### config.mk
export PLATFORM = sky130hd
export DESIGN_NAME = json_subset_tokenizer
export DESIGN_NICKNAME = d
export VERILOG_FILES = /design/src/rtl/jst_pkg.sv /design/src/rtl/jst_lexer.sv /design/src/rtl/jst_out_fifo.sv /design/src/rtl/json_subset_tokenizer.sv
export SDC_FILE = /design/constraint.sdc
export NUM_CORES = 1
export LEC_CHECK = 0
export BUFFER_PORTS_ARGS = -buffer_cell sky130_fd_sc_hd__buf_4
export CORE_MARGIN = 1.5
export CORE_UTILIZATION = 60
export DETAILED_ROUTE_END_ITERATION = 10
export GPL_TIMING_DRIVEN = 0
export PLACE_DENSITY = 0.82
export SYNTH_ARGS = -nofsm -noshare
export SYNTH_HDL_FRONTEND = slang
export SYNTH_SLANG_ARGS = --single-unit
### constraint.sdc
create_clock -name clk -period 6.03 [get_ports clk]
set_input_delay 0.603 -clock clk [delete_from_list [all_inputs] [get_ports clk]]
set_output_delay 0.603 -clock clk [all_outputs]
set_load 0.005 [all_outputs]
### src/rtl/jst_pkg.sv
package jst_pkg;

  // Defaults for the top-level parameter and the length register.
  localparam int POSITION_BITS_DEF = 16;
  localparam logic [7:0] MAX_TEXT_LEN_RST = 8'd31;

  // Result queue geometry.
  localparam int FIFO_DEPTH = 4;
  localparam int FIFO_AW = $clog2(FIFO_DEPTH);

  // Token kinds.
  localparam logic [3:0] KIND_LBRACE = 4'd0;
  localparam logic [3:0] KIND_RBRACE = 4'd1;
  localparam logic [3:0] KIND_COLON  = 4'd2;
  localparam logic [3:0] KIND_COMMA  = 4'd3;
  localparam logic [3:0] KIND_SCHAR  = 4'd4;
  localparam logic [3:0] KIND_SEND   = 4'd5;
  localparam logic [3:0] KIND_DIGIT  = 4'd6;
  localparam logic [3:0] KIND_NEND   = 4'd7;
  localparam logic [3:0] KIND_EOF    = 4'd8;
  localparam logic [3:0] KIND_ERROR  = 4'd9;

  // Error codes.
  localparam logic [2:0] ERR_NONE    = 3'd0;
  localparam logic [2:0] ERR_UNTERM  = 3'd1;
  localparam logic [2:0] ERR_ESCAPE  = 3'd2;
  localparam logic [2:0] ERR_STRLONG = 3'd3;
  localparam logic [2:0] ERR_NUMLONG = 3'd4;
  localparam logic [2:0] ERR_UNEXP   = 3'd5;

  // Characters the lexer recognizes.
  localparam logic [7:0] CH_SPACE  = 8'h20;
  localparam logic [7:0] CH_TAB    = 8'h09;
  localparam logic [7:0] CH_CR     = 8'h0D;
  localparam logic [7:0] CH_LF     = 8'h0A;
  localparam logic [7:0] CH_LBRACE = 8'h7B;
  localparam logic [7:0] CH_RBRACE = 8'h7D;
  localparam logic [7:0] CH_COLON  = 8'h3A;
  localparam logic [7:0] CH_COMMA  = 8'h2C;
  localparam logic [7:0] CH_QUOTE  = 8'h22;
  localparam logic [7:0] CH_BSLASH = 8'h5C;
  localparam logic [7:0] CH_ZERO   = 8'h30;
  localparam logic [7:0] CH_NINE   = 8'h39;

  // One result beat.
  typedef struct packed {
    logic [3:0]  kind;
    logic [7:0]  text;
    logic [31:0] value;
    logic        ovf;
    logic [2:0]  err;
    logic [15:0] pos;
    logic        last;
  } res_t;

  // Up to two results produced by one lexed beat.
  typedef struct packed {
    logic [1:0] n;
    res_t       r0;
    res_t       r1;
  } lex_out_t;

  function automatic res_t mk_res(input logic [3:0] kind, input logic [7:0] text,
                                  input logic [31:0] value, input logic ovf,
                                  input logic [2:0] err, input logic [15:0] pos);
    res_t r;
    r.kind  = kind;
    r.text  = text;
    r.value = value;
    r.ovf   = ovf;
    r.err   = err;
    r.pos   = pos;
    r.last  = 1'b0;
    return r;
  endfunction

endpackage

### src/rtl/jst_lexer.sv
module jst_lexer #(
  parameter int POSITION_BITS = jst_pkg::POSITION_BITS_DEF
) (
  input  logic              clk,
  input  logic              rst_n,
  input  logic              step,
  input  logic              action,
  input  logic [7:0]        data_byte,
  input  logic [7:0]        max_text_len,
  output jst_pkg::lex_out_t lex_out
);
  import jst_pkg::*;

  localparam int PW = POSITION_BITS;
  localparam logic [PW-1:0] POS_MAX = '1;

  localparam logic [1:0] MODE_IDLE   = 2'd0;
  localparam logic [1:0] MODE_STRING = 2'd1;
  localparam logic [1:0] MODE_NUMBER = 2'd2;
  localparam logic [1:0] MODE_ERROR  = 2'd3;

  logic [1:0]    mode_r, mode_nxt;
  logic [7:0]    len_r, len_nxt;
  logic [31:0]   acc_r, acc_nxt;
  logic          ovf_r, ovf_nxt;
  logic [PW-1:0] pos_r, pos_nxt;

  logic [PW+15:0] pos_ext;
  logic [15:0]    pos16;
  logic           is_digit;
  logic [35:0]    sum36;
  logic           acc_hit;
  logic [31:0]    acc_step;

  logic       idl_n;
  res_t       idl_res;
  logic [1:0] idl_mode;
  logic [7:0] idl_len;
  logic [31:0] idl_acc;
  logic       idl_ovf;

  res_t       r0, r1;
  logic [1:0] n;

  // Error offsets are reported saturated to 16 bits.
  assign pos_ext = {16'b0, pos_r};
  assign pos16   = (|pos_ext[PW+15:16]) ? 16'hFFFF : pos_ext[15:0];

  assign is_digit = data_byte inside {[CH_ZERO:CH_NINE]};

  // Next accumulator value: acc * 10 + digit, saturating on a carry past 32 bits.
  assign sum36    = {1'b0, acc_r, 3'b0} + {3'b0, acc_r, 1'b0} + {32'b0, data_byte[3:0]};
  assign acc_hit  = |sum36[35:32];
  assign acc_step = acc_hit ? 32'hFFFF_FFFF : sum36[31:0];

  // Decode of a byte seen between tokens; also used for the byte that ends a number.
  always_comb begin
    idl_n    = 1'b0;
    idl_res  = '0;
    idl_mode = MODE_IDLE;
    idl_len  = len_r;
    idl_acc  = acc_r;
    idl_ovf  = ovf_r;
    case (data_byte)
      CH_SPACE, CH_TAB, CH_CR, CH_LF: idl_n = 1'b0;
      CH_LBRACE: begin
        idl_n   = 1'b1;
        idl_res = mk_res(KIND_LBRACE, 8'd0, 32'd0, 1'b0, ERR_NONE, 16'd0);
      end
      CH_RBRACE: begin
        idl_n   = 1'b1;
        idl_res = mk_res(KIND_RBRACE, 8'd0, 32'd0, 1'b0, ERR_NONE, 16'd0);
      end
      CH_COLON: begin
        idl_n   = 1'b1;
        idl_res = mk_res(KIND_COLON, 8'd0, 32'd0, 1'b0, ERR_NONE, 16'd0);
      end
      CH_COMMA: begin
        idl_n   = 1'b1;
        idl_res = mk_res(KIND_COMMA, 8'd0, 32'd0, 1'b0, ERR_NONE, 16'd0);
      end
      CH_QUOTE: begin
        idl_mode = MODE_STRING;
        idl_len  = 8'd0;
      end
      default: begin
        idl_n = 1'b1;
        if (is_digit) begin
          idl_mode = MODE_NUMBER;
          idl_len  = 8'd1;
          idl_acc  = {28'b0, data_byte[3:0]};
          idl_ovf  = 1'b0;
          idl_res  = mk_res(KIND_DIGIT, data_byte, 32'd0, 1'b0, ERR_NONE, 16'd0);
        end else begin
          idl_mode = MODE_ERROR;
          idl_res  = mk_res(KIND_ERROR, 8'd0, 32'd0, 1'b0, ERR_UNEXP, pos16);
        end
      end
    endcase
  end

  // Main lexer step for one beat.
  always_comb begin
    mode_nxt = mode_r;
    len_nxt  = len_r;
    acc_nxt  = acc_r;
    ovf_nxt  = ovf_r;
    pos_nxt  = pos_r;
    n        = 2'd0;
    r0       = '0;
    r1       = '0;
    if (action) begin
      // End of document: close any open token, then eof.
      case (mode_r)
        MODE_STRING: begin
          n  = 2'd2;
          r0 = mk_res(KIND_ERROR, 8'd0, 32'd0, 1'b0, ERR_UNTERM, pos16);
          r1 = mk_res(KIND_EOF, 8'd0, 32'd0, 1'b0, ERR_NONE, 16'd0);
        end
        MODE_NUMBER: begin
          n  = 2'd2;
          r0 = mk_res(KIND_NEND, 8'd0, acc_r, ovf_r, ERR_NONE, 16'd0);
          r1 = mk_res(KIND_EOF, 8'd0, 32'd0, 1'b0, ERR_NONE, 16'd0);
        end
        default: begin
          n  = 2'd1;
          r0 = mk_res(KIND_EOF, 8'd0, 32'd0, 1'b0, ERR_NONE, 16'd0);
        end
      endcase
      mode_nxt = MODE_IDLE;
      len_nxt  = 8'd0;
      acc_nxt  = 32'd0;
      ovf_nxt  = 1'b0;
      pos_nxt  = '0;
    end else begin
      if (pos_r != POS_MAX) begin
        pos_nxt = pos_r + 1'b1;
      end
      case (mode_r)
        MODE_IDLE: begin
          n        = {1'b0, idl_n};
          r0       = idl_res;
          mode_nxt = idl_mode;
          len_nxt  = idl_len;
          acc_nxt  = idl_acc;
          ovf_nxt  = idl_ovf;
        end
        MODE_STRING: begin
          n = 2'd1;
          if (data_byte == CH_QUOTE) begin
            mode_nxt = MODE_IDLE;
            r0 = mk_res(KIND_SEND, 8'd0, 32'd0, 1'b0, ERR_NONE, 16'd0);
          end else if (data_byte == CH_BSLASH) begin
            mode_nxt = MODE_ERROR;
            r0 = mk_res(KIND_ERROR, 8'd0, 32'd0, 1'b0, ERR_ESCAPE, pos16);
          end else if (len_r >= max_text_len) begin
            mode_nxt = MODE_ERROR;
            r0 = mk_res(KIND_ERROR, 8'd0, 32'd0, 1'b0, ERR_STRLONG, pos16);
          end else begin
            len_nxt = len_r + 8'd1;
            r0 = mk_res(KIND_SCHAR, data_byte, 32'd0, 1'b0, ERR_NONE, 16'd0);
          end
        end
        MODE_NUMBER: begin
          if (is_digit) begin
            n = 2'd1;
            if (len_r >= max_text_len) begin
              mode_nxt = MODE_ERROR;
              r0 = mk_res(KIND_ERROR, 8'd0, 32'd0, 1'b0, ERR_NUMLONG, pos16);
            end else begin
              acc_nxt = acc_step;
              ovf_nxt = ovf_r | acc_hit;
              len_nxt = len_r + 8'd1;
              r0 = mk_res(KIND_DIGIT, data_byte, 32'd0, 1'b0, ERR_NONE, 16'd0);
            end
          end else begin
            // The terminating byte closes the number and is lexed on its own.
            n        = 2'd1 + {1'b0, idl_n};
            r0       = mk_res(KIND_NEND, 8'd0, acc_r, ovf_r, ERR_NONE, 16'd0);
            r1       = idl_res;
            mode_nxt = idl_mode;
            len_nxt  = idl_len;
            acc_nxt  = idl_acc;
            ovf_nxt  = idl_ovf;
          end
        end
        default: n = 2'd0;
      endcase
    end
    // Flag the final result of the beat.
    if (n == 2'd1) begin
      r0.last = 1'b1;
    end
    if (n == 2'd2) begin
      r1.last = 1'b1;
    end
  end

  assign lex_out.n  = n;
  assign lex_out.r0 = r0;
  assign lex_out.r1 = r1;

  // Lexer state registers.
  always_ff @(posedge clk) begin
    if (!rst_n) begin
      mode_r <= MODE_IDLE;
      len_r  <= 8'd0;
      acc_r  <= 32'd0;
      ovf_r  <= 1'b0;
      pos_r  <= '0;
    end else if (step) begin
      mode_r <= mode_nxt;
      len_r  <= len_nxt;
      acc_r  <= acc_nxt;
      ovf_r  <= ovf_nxt;
      pos_r  <= pos_nxt;
    end
  end

endmodule

### src/rtl/jst_out_fifo.sv
module jst_out_fifo (
  input  logic              clk,
  input  logic              rst_n,
  input  logic              push_en,
  input  jst_pkg::lex_out_t push,
  input  logic              pop,
  output jst_pkg::res_t     head,
  output logic              not_empty,
  output logic              room
);
  import jst_pkg::*;

  res_t               mem_r [FIFO_DEPTH];
  logic [FIFO_AW-1:0] wr_ptr_r, wr_ptr_nxt;
  logic [FIFO_AW-1:0] rd_ptr_r, rd_ptr_nxt;
  logic [FIFO_AW:0]   cnt_r, cnt_nxt;
  logic [1:0]         n_push;
  logic               pop_fire;
  logic [FIFO_AW-1:0] wr_ptr_p1;

  assign n_push    = push_en ? push.n : 2'd0;
  assign not_empty = (cnt_r != '0);
  assign pop_fire  = pop && not_empty;
  // Two free entries are needed, since one beat can yield two results.
  assign room      = (cnt_r <= (FIFO_AW + 1)'(FIFO_DEPTH - 2));
  assign head      = mem_r[rd_ptr_r];
  assign wr_ptr_p1 = wr_ptr_r + 1'b1;

  // Pointer and occupancy update.
  always_comb begin
    wr_ptr_nxt = wr_ptr_r + n_push[FIFO_AW-1:0];
    rd_ptr_nxt = rd_ptr_r + {{(FIFO_AW-1){1'b0}}, pop_fire};
    cnt_nxt    = cnt_r + {{(FIFO_AW-1){1'b0}}, n_push} - {{FIFO_AW{1'b0}}, pop_fire};
  end

  always_ff @(posedge clk) begin
    if (!rst_n) begin
      wr_ptr_r <= '0;
      rd_ptr_r <= '0;
      cnt_r    <= '0;
    end else begin
      wr_ptr_r <= wr_ptr_nxt;
      rd_ptr_r <= rd_ptr_nxt;
      cnt_r    <= cnt_nxt;
    end
  end

  // Result storage; entries carry no reset.
  always_ff @(posedge clk) begin
    if (n_push != 2'd0) begin
      mem_r[wr_ptr_r] <= push.r0;
    end
    if (n_push == 2'd2) begin
      mem_r[wr_ptr_p1] <= push.r1;
    end
  end

endmodule

### src/rtl/json_subset_tokenizer.sv
// A byte beat accepted into the input register is lexed once the result queue has room for two
// results; its results are written to the queue as it is lexed and leave it by the result port.
// Throughput: one input beat per cycle while each beat yields at most one result and out_stall
// stays low; the result port delivers one beat per cycle, so bytes with two results slow the input.
// A four-entry result queue separates the lexer from the result port's stall.
// Reset (rst_n low, synchronous) clears the lexer state, the queue and sets max_text_len to 31.
module json_subset_tokenizer #(
  parameter int POSITION_BITS = jst_pkg::POSITION_BITS_DEF
) (
  input  logic        clk,
  input  logic        rst_n,
  input  logic        in_valid,
  output logic        in_stall,
  input  logic        in_action,
  input  logic [7:0]  in_data_byte,
  output logic        out_valid,
  input  logic        out_stall,
  output logic [3:0]  out_token_kind,
  output logic [7:0]  out_text_byte,
  output logic [31:0] out_number_value,
  output logic        out_number_overflow,
  output logic [2:0]  out_error_code,
  output logic [15:0] out_error_position,
  output logic        out_last_of_run,
  input  logic        cfg_valid,
  output logic        cfg_ready,
  input  logic [7:0]  cfg_max_text_len
);
  import jst_pkg::*;

  logic       in_vld_r;
  logic       in_action_r;
  logic [7:0] in_byte_r;
  logic [7:0] max_len_r;
  logic       step;
  logic       room;
  logic       in_fire;
  lex_out_t   lex_out;
  res_t       head;

  // The registered beat is lexed when the queue can take two results.
  assign step     = in_vld_r && room;
  assign in_stall = in_vld_r && !room;
  assign in_fire  = in_valid && !in_stall;

  // Input register.
  always_ff @(posedge clk) begin
    if (!rst_n) begin
      in_vld_r <= 1'b0;
    end else if (in_fire || step) begin
      in_vld_r <= in_fire;
    end
  end

  always_ff @(posedge clk) begin
    if (in_fire) begin
      in_action_r <= in_action;
      in_byte_r   <= in_data_byte;
    end
  end

  // Length limit register, written while nothing is in flight.
  assign cfg_ready = !in_vld_r && !out_valid;

  always_ff @(posedge clk) begin
    if (!rst_n) begin
      max_len_r <= MAX_TEXT_LEN_RST;
    end else if (cfg_valid && cfg_ready) begin
      max_len_r <= cfg_max_text_len;
    end
  end

  jst_lexer #(
    .POSITION_BITS(POSITION_BITS)
  ) u_lexer (
    .clk         (clk),
    .rst_n       (rst_n),
    .step        (step),
    .action      (in_action_r),
    .data_byte   (in_byte_r),
    .max_text_len(max_len_r),
    .lex_out     (lex_out)
  );

  jst_out_fifo u_out_fifo (
    .clk      (clk),
    .rst_n    (rst_n),
    .push_en  (step),
    .push     (lex_out),
    .pop      (!out_stall),
    .head     (head),
    .not_empty(out_valid),
    .room     (room)
  );

  // Result port.
  assign out_token_kind      = head.kind;
  assign out_text_byte       = head.text;
  assign out_number_value    = head.value;
  assign out_number_overflow = head.ovf;
  assign out_error_code      = head.err;
  assign out_error_position  = head.pos;
  assign out_last_of_run     = head.last;

endmodule

=== After elaboration in Yosys (flattened, before gate mapping) ===
Memory sizes are Yosys's and may differ from the RTL's. A register that Yosys moved wholly into a read port is not among the register bits.
Cells that the tools add are included.

* Input bits: 22
* Output and inout bits: 68
* Word-level logic and storage cells: 134
* Memories: 1
* Bits in registers: 84
* Memory bits (writable): 260

* Reduce and logical (&&, ||, !) cells: 29
* Add/subtract/negate cells: 10
* Magnitude comparators: 4
* Bitwise operators: 1
* Equal/unequal tests: 19
* Muxes and demuxes: 58

{| class="wikitable"
|+ Memories
! name !! words !! width !! rd ports !! clocked after Yosys merged registers in !! wr ports !! RTL line !! RTL
|-
| u_out_fifo.mem_r || 4 || 65 || 1 || 1 || 2 || jst_out_fifo.sv:13 || <nowiki>res_t mem_r [FIFO_DEPTH];</nowiki>
|}

{| class="wikitable"
|+ Operator list
! operator !! number
|-
| 65-bit 2-to-1 mux || 11
|-
| 65-bit case mux with 4 select lines || 1
|-
| 65-bit case mux with 3 select lines || 1
|-
| 32-bit 2-to-1 mux || 6
|-
| 65-bit case mux with 2 select lines || 1
|-
| 32-bit case mux with 2 select lines || 1
|-
| 8-bit 2-to-1 mux || 6
|-
| 35-bit by 33-bit adder with 36-bit output || 1
|-
| 36-bit by 4-bit adder with 36-bit output || 1
|-
| 8-bit by 6-bit equality test with 1-bit output, second input constant || 4
|-
| 16-bit 2-to-1 mux || 2
|-
| 8-bit by 4-bit equality test with 1-bit output, second input constant || 3
|-
| 8-bit by 7-bit equality test with 1-bit output, second input constant || 3
|-
| 8-bit case mux with 3 select lines || 1
|-
| 2-bit 2-to-1 mux || 10
|-
| 16-bit by 1-bit adder with 16-bit output, second input constant || 1
|-
| 16-bit != test, second input constant || 1
|-
| 8-bit case mux with 2 select lines || 1
|-
| 1-bit 2-to-1 mux || 13
|-
| 2-bit case mux with 3 select lines || 2
|-
| 9-bit OR reduction || 1
|-
| 8-bit by 1-bit adder with 8-bit output, second input constant || 1
|-
| 8-bit by 6-bit >= comparator with 1-bit output, second input constant || 1
|-
| 8-bit >= comparator || 1
|-
| 30 further kinds || 47
|}

=== Longest topological paths before layout ===
* Depth after elaboration: 11
* Depth in mapped cells: 14
* Depth with buffers taken out: 13

=== By module ===
A second synthesis with hierarchy kept.

* Cell total of the unflattened synthesis: 1610
* Area total of the unflattened synthesis: 20357.0 µm²

{| class="wikitable"
|+ Modules (own cells, without submodules)
! module !! cells an instance !! area an instance (µm²) !! sequential area each (µm²) !! times used
|-
| jst_out_fifo || 681 || 13137.6 || 7947.6 || 1
|-
| jst_lexer || 879 || 6547.5 || 1181.1 || 1
|-
| json_subset_tokenizer || 50 || 671.9 || 450.4 || 1
|}

=== Worst setup path after synthesis ===
OpenSTA, ideal clock, no wires.

* Path type: reg-to-reg
* Start: register in_byte_r[2]
* End: memory u_out_fifo.mem_r[2][0] in the netlist's numbering, enable pin
* Buffers on the path: 3
* Slack: 2.654 ns
* Data required time: 5.642 ns
* Stages on the path, launching flop included: 12
* Setup time: 0.388 ns
* Arrival time: 2.988 ns
* Clock period less this slack: 3.376 ns
* Path through: edfxtp_1 -> buf_2 -> nor4_2 -> a21oi_1 -> o21a_2 -> o21ai_2 -> a21oi_4 -> o21ai_1 -> nand2_1 -> buf_2 -> buf_1 -> nand2_1

{| class="wikitable"
|+ RTL lines
! what !! RTL line !! RTL
|-
| start: declaration || json_subset_tokenizer.sv:33 || <nowiki>logic [7:0] in_byte_r;</nowiki>
|-
| start signal: assignment || json_subset_tokenizer.sv:58 || <nowiki>in_byte_r <= in_data_byte;</nowiki>
|-
| end: declaration || jst_out_fifo.sv:13 ||
|}

==> impl_metrics.tcl <==
set metrics [dict create \
    status "completed" \
    p_switching_mw 1.71 \
    layout_min_cycle_time_ns 4.60 \
    cts.clk_slew.worst_paths_ns 0.06 \
    cts_setup_buffers 0 \
    synth_fa_ha_area_frac 0.0623 \
    ctsHoldBuffers 0 \
    arrival_ns 4.82 \
    r2r_cells 13 \
    final.setup.tns_ns 0 \
    cp-start-kind "flop" \
    synthArstFlopShare 0 \
    maxSlewViolCount 0 \
    synth-simple-area-share 0.142 \
    hpwl_um 32700 \
    cp.required_ns 6.26 \
    fmax_mhz 217 \
    p_per_area_nw_per_um2 300 \
    yosys.area.top_type "dfxtp_1" \
    die_h_um 173 \
    clk_latency_ns 0.54 \
    syn_nets 1747 \
    vias_per_cell 6.60 \
    crit_end "u_out_fifo.mem_r[2][59]" \
    path_class "flop to flop" \
    dieArea_sq_um 30100 \
    grt_max_degree 32 \
    synth_cell_type_count 75 \
    netlist_instances 1640 \
    p_seq_frac 0.430 \
    path_delay_family "simple AND/OR/NAND/NOR gates" \
    yosys_most_used_dff "dfxtp_1" \
    path_cells "buf_2 > nor3b_1 > o211ai_2 > o21a_2 > nand3_4 > a21oi_2 > inv_1 > o21ai_1 > nand2_1 > buf_2 > buf_1 > nand2_1 > buf_16" \
    finalHoldViolations 0 \
    p_sw_frac 0.286 \
    wl_per_cell_um 21.9 \
    drt_pass1_iterations 5 \
    ant_nets 0 \
    io_buffers 87 \
    core_area_sq_um 28600 \
    share_comb_of_total_power 0.196 \
    worstHoldStart "in_data_byte[2]" \
    irDropWorstVdd_v 0.000236 \
    num_vias 14400 \
    synth_top_family_by_area "compound AO/OA/AOI/OAI gates" \
    utilization 0.694 \
    path_buf_inv 5 \
    nets 1878 \
    clock-root-buffer "clkbuf_16" \
    setup_violations 0 \
    power.total_mw 5.96 \
    start_util 0.609 \
    yosysWarnings 0 \
    synthXorXnorAreaFrac 0.0236 \
    drtIter0Drc 1630 \
    muxShareOfSynthArea 0.0863 \
    finish.instance_area_sq_um 19900 \
    leakage_nw 7.36 \
    ioPinCount 90 \
    antenna_cells 0 \
    power_frac_clock 0.374 \
    setup_ws_ns 1.43 \
    crit_slowest_cell "nand2_1" \
    yosysSeqAreaShare 0.472 \
    timing.rr.end "u_out_fifo.mem_r[2][59]" \
    synth_area_sq_um 17400 \
    num-fill-cells 2080 \
    power.internal_mw 4.25 \
    synth_edf_count 133 \
    yosys.area.top_type_share 0.242 \
    drcViolationCount 0 \
    yosys-top-cells-count "dfxtp_1, nand2_1, edfxtp_1" \
    drive_above_1_share 0.154 \
    dp_slack_ns 1.46 \
    cts_tree "done" \
    rsz0062_at_grt "no" \
    overflow 0 \
    maxCapViolCount 0 \
    fin_worst_skew_ns 0.0165 \
    critPathLaunch "in_byte_r[1]" \
    cts-resized-gates 0 \
    ys_ff_latch 344 \
    grt_pass1_wl_um 75000 \
    routed_wl_um 47900 \
    synth.area.top_cells "dfxtp_1, edfxtp_1, mux4_2, ha_1, a32o_1" \
    path_max_fanout 21 \
    synth_most_common_cell "dfxtp_1" \
    clock_path_buffers 3 \
    fin_crit_sh 0.763 \
    row_count 62 \
    clkSinkCount 344 \
    post_dp_cell_area_sq_um 18600 \
    worstHoldPathType "primary input to flop" \
    reg2reg_from "in_byte_r[1]" \
    cp-end-kind "flop" \
    max_stage_delay_ns 0.62 \
    worst_pin_slew_ns 1.02 \
    htree_levels 2 \
    synth_compound_area_frac 0.179 \
    grt_pass1_vias 14100 \
    cts_buffers 37 \
    worst-path-stages 13 \
    gp_congestion 0.968 \
    r2r_slack_ns 1.43 \
    grt.total_usage 0.314 \
    avgSynthCellArea_sq_um 10.6 \
    dieWidth_um 173 \
    area_growth_pct 14.0 \
    antenna_found_initial 0 \
    slew_headroom 0.322 \
]
[worst min path at each step]
stage | endpoint | slack, ns | cells past startpoint
after floorplan | u_out_fifo.mem_r[1][18] | 0.42 | 2
after global placement | u_out_fifo.mem_r[2][51] | 0.44 | 2
after detailed placement | u_out_fifo.mem_r[1][18] | 0.45 | 2
after CTS | in_byte_r[2] | 0.24 | 1
after global routing | in_byte_r[6] | 0.24 | 1
final | in_byte_r[2] | 0.25 | 1
[power by group through the flow]
stage	Sequential, mW	Clock [mW]	Combinational [mW]
global placement	2.61	0	1.11
floorplan	2.59	0	0.728
global route	2.57	2.33	1.25
CTS	2.56	2.22	1.15
detailed placement	2.61	0	1.14
finish	2.56	2.23	1.17
[final cells by class]
type	instances	area (sq um)	share of cell area
timing repair buffer	92	776	0.0391
multi-input combinational	1146	8580	0.432
inverter	40	150	0.00756
sequential	344	8220	0.414
tap	384	480	0.0242
buffer	110	470	0.0237
clock inverter	18	143	0.00718
clock buffer	50	1030	0.0521
[through the flow]
stage / hold WS, ns / cells
global placement: 0.439 / 2111
CTS: 0.243 / 2180
detailed placement: 0.447 / 2112
global route: 0.244 / 2184
floorplan: 0.420 / 1640
finish: 0.251 / 2184
[kinds of logic after synthesis]
group                      count (synthesis)
AOI/OAI and AO/OA                        437
xor gates and xnor gates                  47
adders and majority gates                 85
buffers and inverters                    150
DFF                                      344
muxes                                     69
and+or+nand+nor                          508
[layout by cell type, fill, tap and decap left out, types with 65 or more instances in the layout]
cell type / Yosys / layout
dfxtp_1: 211 / 211
nand2_1: 159 / 159
edfxtp_1: 133 / 133
a21oi_1: 118 / 118
nor2_1: 103 / 103
a32o_1: 100 / 100
buf_4: 0 / 87
and2_1: 82 / 82
ha_1: 82 / 82
clkbuf_1: 73 / 80
o21ai_0: 76 / 76
nand3_1: 72 / 72
mux4_2: 65 / 65
[flip-flops by register name (all words and copies together) (netlist names)]
name,flops
u_lexer.ovf_r,1
u_out_fifo.rd_ptr_r,2
u_lexer.mode_r,2
u_lexer.len_r,8
u_out_fifo.cnt_r,3
u_lexer.acc_r,32
in_byte_r,8
in_action_r,1
u_out_fifo.wr_ptr_r,2
max_len_r,8
u_out_fifo.mem_r,260
u_lexer.pos16,16
in_vld_r,1
[routing by layer]
layer  track usage  up-vias  wire length (um)
li1              -     6449                 -
met1         0.410     7091             19300
met2         0.529      731             23200
met3        0.0423      134              3540
met4         0.130        0              1810
met5             0        -                 0
[worst reg2reg max path: stages, from the launching register on]
cell and delay, ns:
edfxtp_1 0.47, buf_2 0.24, nor3b_1 0.17, o211ai_2 0.23, o21a_2 0.28, nand3_4 0.15, a21oi_2 0.29, inv_1 0.15
o21ai_1 0.37, nand2_1 0.43, buf_2 0.33, buf_1 0.32, nand2_1 0.62, buf_16 0.25
No activity file was read; power rests on OpenSTA's default activity.
